===== src/design/fccm_pkg.sv =====
`timescale 1ns / 1ps
// Shared types, codes and constants of the FAT12 cluster chain manager.
// No dependencies; every module file imports it.
package fccm_pkg;

  localparam int ENTRIES = 4096;
  localparam int IDX_W   = $clog2(ENTRIES);
  localparam int FAT_W   = 12;
  localparam int LIM_W   = 13;
  localparam int MODE_W  = 3;
  localparam int STAT_W  = 3;
  localparam int CFG_IDX_W = 2;

  localparam logic [LIM_W-1:0] LIM_ENTRIES   = LIM_W'(ENTRIES);
  localparam logic [LIM_W-1:0] FIRST_CLUSTER = LIM_W'(2);
  localparam logic [LIM_W-1:0] LIMIT_RST     = LIM_W'(3072);
  localparam logic [FAT_W-1:0] MARK_RST      = 12'hFFF;
  localparam logic [FAT_W-1:0] FAT_RST0      = 12'hFF0;
  localparam logic [FAT_W-1:0] FAT_RST1      = 12'hFFF;
  localparam logic [FAT_W-1:0] END_THRESH    = 12'hFF8;
  localparam logic [FAT_W-1:0] MIN_LINK      = 12'd2;

  localparam logic [MODE_W-1:0] MODE_READ  = 3'd0;
  localparam logic [MODE_W-1:0] MODE_WRITE = 3'd1;
  localparam logic [MODE_W-1:0] MODE_ALLOC = 3'd2;
  localparam logic [MODE_W-1:0] MODE_FREE  = 3'd3;
  localparam logic [MODE_W-1:0] MODE_COUNT = 3'd4;

  localparam logic [STAT_W-1:0] STAT_OK        = 3'd0;
  localparam logic [STAT_W-1:0] STAT_NO_SPACE  = 3'd1;
  localparam logic [STAT_W-1:0] STAT_BAD_INDEX = 3'd2;
  localparam logic [STAT_W-1:0] STAT_CORRUPT   = 3'd3;
  localparam logic [STAT_W-1:0] STAT_BAD_COUNT = 3'd4;

  localparam logic [CFG_IDX_W-1:0] CFG_ENTRY_LIMIT = 2'd0;
  localparam logic [CFG_IDX_W-1:0] CFG_END_MARK    = 2'd1;

  typedef struct packed {
    logic [MODE_W-1:0] mode;
    logic [11:0]       entry_index;
    logic [11:0]       entry_value;
    logic [11:0]       cluster_count;
  } in_item_t;

  typedef struct packed {
    logic [STAT_W-1:0] status;
    logic [12:0]       result_value;
  } out_item_t;

  typedef enum logic [3:0] {
    S_CLEAR,
    S_IDLE,
    S_DECODE,
    S_RD_WAIT,
    S_COUNT,
    S_ALLOC,
    S_FREE_RD,
    S_FREE_EVAL,
    S_DONE
  } state_t;

  typedef enum logic [3:0] {
    DP_NOP,
    DP_CLEAR,
    DP_LATCH,
    DP_FIN_ZERO,
    DP_FIN_COUNT,
    DP_RD_ISSUE,
    DP_RD_DONE,
    DP_WRITE,
    DP_SCAN_INIT,
    DP_CNT_STEP,
    DP_ALLOC_INIT,
    DP_ALLOC_STEP,
    DP_ALLOC_END,
    DP_FREE_INIT,
    DP_FREE_RD,
    DP_FREE_EVAL
  } dp_op_t;

  typedef struct packed {
    dp_op_t            op;
    logic [STAT_W-1:0] fin_status;
    logic              load_out;
  } dp_cmd_t;

  typedef struct packed {
    logic [MODE_W-1:0] mode;
    logic              clr_done;
    logic              bad_idx;
    logic              zero_cnt;
    logic              no_space;
    logic              free_bad_start;
    logic              scan_done;
    logic              alloc_done;
    logic              walk_over;
    logic              walk_end;
    logic              walk_bad;
  } dp_sts_t;

endpackage


===== src/design/fccm_ctrl.sv =====
`timescale 1ns / 1ps
// Controller: request sequencing state machine and result valid flag.
// Commands fccm_dp through dp_cmd_t; depends on fccm_pkg.
module fccm_ctrl (
  input  logic                clk,
  input  logic                rst_n,
  input  logic                in_valid,
  output logic                in_stall,
  output logic                out_valid,
  input  logic                out_stall,
  input  fccm_pkg::dp_sts_t   sts,
  output fccm_pkg::dp_cmd_t   cmd
);
  import fccm_pkg::*;

  state_t state_r, state_nxt;
  logic   out_vld_r, out_vld_nxt;
  logic   out_free;

  assign out_free  = !out_vld_r || !out_stall;
  assign in_stall  = state_r != S_IDLE;
  assign out_valid = out_vld_r;

  always_comb begin
    state_nxt = state_r;
    case (state_r)
      S_CLEAR: begin
        if (sts.clr_done) begin
          state_nxt = S_IDLE;
        end
      end
      S_IDLE: begin
        if (in_valid) begin
          state_nxt = S_DECODE;
        end
      end
      S_DECODE: begin
        case (sts.mode)
          MODE_READ:  state_nxt = sts.bad_idx ? S_DONE : S_RD_WAIT;
          MODE_WRITE: state_nxt = S_DONE;
          MODE_ALLOC: state_nxt = sts.zero_cnt ? S_DONE : S_COUNT;
          MODE_FREE:  state_nxt = sts.free_bad_start ? S_DONE : S_FREE_RD;
          MODE_COUNT: state_nxt = S_COUNT;
          default:    state_nxt = S_DONE;
        endcase
      end
      S_RD_WAIT: begin
        state_nxt = S_DONE;
      end
      S_COUNT: begin
        if (sts.scan_done) begin
          state_nxt = (sts.mode == MODE_ALLOC && !sts.no_space) ? S_ALLOC : S_DONE;
        end
      end
      S_ALLOC: begin
        if (sts.alloc_done) begin
          state_nxt = S_DONE;
        end
      end
      S_FREE_RD: begin
        state_nxt = sts.walk_over ? S_DONE : S_FREE_EVAL;
      end
      S_FREE_EVAL: begin
        state_nxt = (sts.walk_end || sts.walk_bad) ? S_DONE : S_FREE_RD;
      end
      S_DONE: begin
        if (out_free) begin
          state_nxt = S_IDLE;
        end
      end
      default: begin
        state_nxt = S_IDLE;
      end
    endcase
  end

  always_comb begin
    cmd.op         = DP_NOP;
    cmd.fin_status = STAT_OK;
    cmd.load_out   = 1'b0;
    case (state_r)
      S_CLEAR: begin
        cmd.op = DP_CLEAR;
      end
      S_IDLE: begin
        if (in_valid) begin
          cmd.op = DP_LATCH;
        end
      end
      S_DECODE: begin
        case (sts.mode)
          MODE_READ: begin
            cmd.op         = sts.bad_idx ? DP_FIN_ZERO : DP_RD_ISSUE;
            cmd.fin_status = STAT_BAD_INDEX;
          end
          MODE_WRITE: begin
            cmd.op         = sts.bad_idx ? DP_FIN_ZERO : DP_WRITE;
            cmd.fin_status = STAT_BAD_INDEX;
          end
          MODE_ALLOC: begin
            cmd.op         = sts.zero_cnt ? DP_FIN_ZERO : DP_SCAN_INIT;
            cmd.fin_status = STAT_BAD_COUNT;
          end
          MODE_FREE: begin
            cmd.op         = sts.free_bad_start ? DP_FIN_ZERO : DP_FREE_INIT;
            cmd.fin_status = STAT_BAD_INDEX;
          end
          MODE_COUNT: begin
            cmd.op = DP_SCAN_INIT;
          end
          default: begin
            cmd.op = DP_FIN_ZERO;
          end
        endcase
      end
      S_RD_WAIT: begin
        cmd.op = DP_RD_DONE;
      end
      S_COUNT: begin
        if (!sts.scan_done) begin
          cmd.op = DP_CNT_STEP;
        end else if (sts.mode == MODE_ALLOC) begin
          cmd.op         = sts.no_space ? DP_FIN_ZERO : DP_ALLOC_INIT;
          cmd.fin_status = STAT_NO_SPACE;
        end else begin
          cmd.op = DP_FIN_COUNT;
        end
      end
      S_ALLOC: begin
        cmd.op = sts.alloc_done ? DP_ALLOC_END : DP_ALLOC_STEP;
      end
      S_FREE_RD: begin
        cmd.op         = sts.walk_over ? DP_FIN_COUNT : DP_FREE_RD;
        cmd.fin_status = STAT_CORRUPT;
      end
      S_FREE_EVAL: begin
        cmd.op = DP_FREE_EVAL;
      end
      S_DONE: begin
        cmd.load_out = out_free;
      end
      default: begin
      end
    endcase
  end

  // hold the result until taken
  assign out_vld_nxt = cmd.load_out ? 1'b1 : (out_vld_r && out_stall);

  always_ff @(posedge clk) begin
    if (!rst_n) begin
      state_r   <= S_CLEAR;
      out_vld_r <= 1'b0;
    end else begin
      state_r   <= state_nxt;
      out_vld_r <= out_vld_nxt;
    end
  end

endmodule


===== config.mk =====
export PLATFORM = sky130hd
export DESIGN_NAME = fccm_ctrl
export DESIGN_NICKNAME = d
export VERILOG_FILES = /design/src/design/fccm_pkg.sv /design/src/design/fccm_ctrl.sv
export SDC_FILE = /design/constraint.sdc
export NUM_CORES = 1
export LEC_CHECK = 0
export CAP_MARGIN = 20
export CORE_MARGIN = 4
export CORE_UTILIZATION = 45
export CTS_CLUSTER_DIAMETER = 50
export DETAILED_ROUTE_END_ITERATION = 12
export DONT_BUFFER_PORTS = 1
export HOLD_SLACK_MARGIN = 0.05
export PLACE_DENSITY = 0.6
export SKIP_CTS_REPAIR_TIMING = 1
export SLEW_MARGIN = 15
export SYNTH_ARGS = -nofsm -noshare
export SYNTH_HDL_FRONTEND = slang
export SYNTH_SLANG_ARGS = --single-unit

===== constraint.sdc =====
create_clock -name clk -period 3.3 [get_ports clk]
set_input_delay 0.33 -clock clk [delete_from_list [all_inputs] [get_ports clk]]
set_output_delay 0.33 -clock clk [all_outputs]
set_load 0.05 [all_outputs]

==> reports/results.txt <==
Combinational Power Share -> 0.291
RSZ-0062 raised after global routing -> no
Clk sinks -> 5
Top Ports -> 27
Yosys cell types -> 45
Multi-input logic area -> 539.3 um2
Commonest non-fill, non-tap cell in the layout -> nor2_1
DR vias -> 713
Port buffer count -> 0
Synth-to-Final Area Change -> 1.812%
Maximum vdd drop -> 0.2421 mV
Antenna Nets Post-Route -> 0
Worst r2r src -> state_r[0]
Worst reg2reg path depth -> 4
R2R setup slack -> 1.50 ns
Worst Path Required -> 2.97 ns
Worst-Margin Slew -> 0.9601 ns
HP Class -> primary input to flop
Worst hold path endpoint -> state_r[1]
# fillers -> 145
Crit path max fanout -> 15
Detailed-route DRC error count -> 0
DR WL/cell -> 17.18 um
Die Y -> 47.18 um
Core box area -> 1366 um2
Max cap viols -> 0
DR iter-0 viols -> 18
Hold path start -> rst_n
Achievable frequency -> 412.1 MHz
Die ar. -> 2225 um2
Gate Count Post-Synth -> 92
Critical Path AT -> 2.10 ns
Kind of critical path -> flop to primary output
Root Driver -> clkbuf_4
Pint -> 0.0001277 W
Die W -> 47.18 um
Clk pwr share -> 0.343
Setup violations, final -> 0
Final hold violations -> 0
Final period util -> 0.7354
Worst-path clk slew -> 0.04 ns
Fraction of layout cells with a size suffix above 1 -> 0.1413
Slew HR -> 0.3557
Switching share of power -> 0.3624
CTS tree -> done
Synth Cell Area -> 690.7 um2
DRT Pass-1 Iters -> 4
Seq/Total Area, Yosys -> 0.1449
Yosys reg bits -> 5
Status -> complete, no violations
Fin area -> 703.2 um2
Clk_lat worst skew -> 0.24 ns
Register Area -> 100.1 um2
Syn nets -> 109
Flop pwr share -> 0.366
Ys Warns -> 0
Initial Utilization -> 0.5055
P_sw -> 0.00007257 W
Minimum clock period -> 2.427 ns
Initial antenna violation count -> 0
Final TNS setup -> 0 ns
Total global-route track usage -> 0.1790
Vias/cell -> 6.664
Post-synth EDFFs -> 0
Leakage -> 0.2547 nW
H-tree depth -> 1
Diodes inserted -> 0
Critical Path Source Type -> flop
DP HPWL -> 1461 um
GPL Wtd Cong -> 0.8734
Synth async-reset ratio -> 0
Worst hold stages -> 1
Final #Nets -> 110
Row count -> 13
GRT Residual Overflow -> 0
Vias in the first global route -> 604
Largest net degree at the start of global routing -> 19
Critical path capture point type -> primary output
Area after DPL -> 676.9 um2
Num CTS Buffers -> 3
PwrDens -> 284.8 nW/um2
Pins over their slew limit -> 0
First-pass GRT wire length -> 2746 um
Clock tree buffer depth -> 2
Reg-to-Reg End -> state_r[0]
Clock skew -> 0.002032 ns
Mapped Avg Cell Area -> 7.507 um2
Top_reg_cell synth -> dfxtp_1
Most frequent cells in the layout -> 9 x nor2_1, 7 x a21oi_1, 6 x o21ai_0
Detailed Route WL -> 1838 um
cell usage after synthesis (2+ instances only):
cell      instances  share of area
nor2_1            9          0.049
mux2i_1           3          0.043
dfxtp_1           5           0.14
a21oi_1           7          0.051
o311a_1           2          0.029
nor3_2            2          0.029
buf_2             2          0.014
nand2b_1          4          0.036
and3_1            2          0.018
inv_1             2          0.011
or4b_4            2          0.040
nor3_1            3          0.022
o21ai_0           8          0.058
buf_6             2          0.033
nand3_1           2          0.014
nor2b_1           3          0.027
or3b_1            2          0.025
nand2_1           5          0.027
worst max-delay path by stage:
stage | from | endpoint | slack [ns] | depth (start not counted)
finish | state_r[2] | cmd[4] | 0.87 | 4
global route | state_r[2] | cmd[4] | 0.76 | 4
CTS | state_r[2] | cmd[4] | 0.87 | 4
detailed placement | state_r[2] | cmd[4] | 1.13 | 4
global placement | state_r[0] | cmd[4] | 1.14 | 4
floorplan | state_r[3] | cmd[2] | 1.08 | 4
metal layers:
layer	part of all wire	routed length [um]	GRT usage
met1	0.45	830	0.2539
met4	0.020	36	0.09945
met3	0.11	198	0.04981
met2	0.42	774	0.2385
met5	0	0	0
worst max-delay path: stages (launching register included):
cell     delay [ns]
dfxtp_1        0.60
or4b_1         0.52
nor2_1         0.15
a21oi_1        0.08
o21ai_1        0.51
power groups by stage:
stage | Combinational, W | Sequential [W] | Clock, W
final | 0.0000582 | 0.0000733 | 0.0000688
after global routing | 0.0000627 | 0.0000737 | 0.0000801
after CTS | 0.0000583 | 0.0000729 | 0.0000722
after detailed placement | 0.0000582 | 0.0000741 | 0
after global placement | 0.0000581 | 0.0000741 | 0
after floorplan | 0.0000640 | 0.0000653 | 0
per-stage QoR:
stage / power [W] / hold slack, ns / setup slack [ns] / util / cells
after global placement: 0.0001322 / 0.4648 / 1.138 / 0.4954 / 103
after floorplan: 0.0001293 / 0.4612 / 1.079 / - / 92
after detailed placement: 0.0001323 / 0.4719 / 1.131 / 0.4954 / 103
after global routing: 0.0002164 / 0.2084 / 0.7561 / 0.5147 / 107
final: 0.0002003 / 0.2257 / 0.8731 / 0.5147 / 107
after CTS: 0.0002034 / 0.2163 / 0.8721 / 0.5147 / 107
layout make-up:
class	instances	share of cell area
Clock buffer	4	0.03737
Inverter	3	0.01601
Multi-Input combinational cell	79	0.7669
Sequential cell	5	0.1423
Tap cell	15	0.02669
Timing Repair Buffer	1	0.01068
sequential cells by signal (all words and copies together) (netlist names):
name and cells:
out_valid 1, state_r 4
cell families (layout without fill, tap and decap cells):
family                 Yosys count  count (layout)  synth area share
muxes                            3               3           0.04348
DFF                              5               5            0.1449
buffers and inverters            8               8           0.07428
AOI/OAI and AO/OA               31              31            0.3098
and+or+nand+nor                 45              45            0.4276
Note: power is estimated with default switching activity, not from simulation.
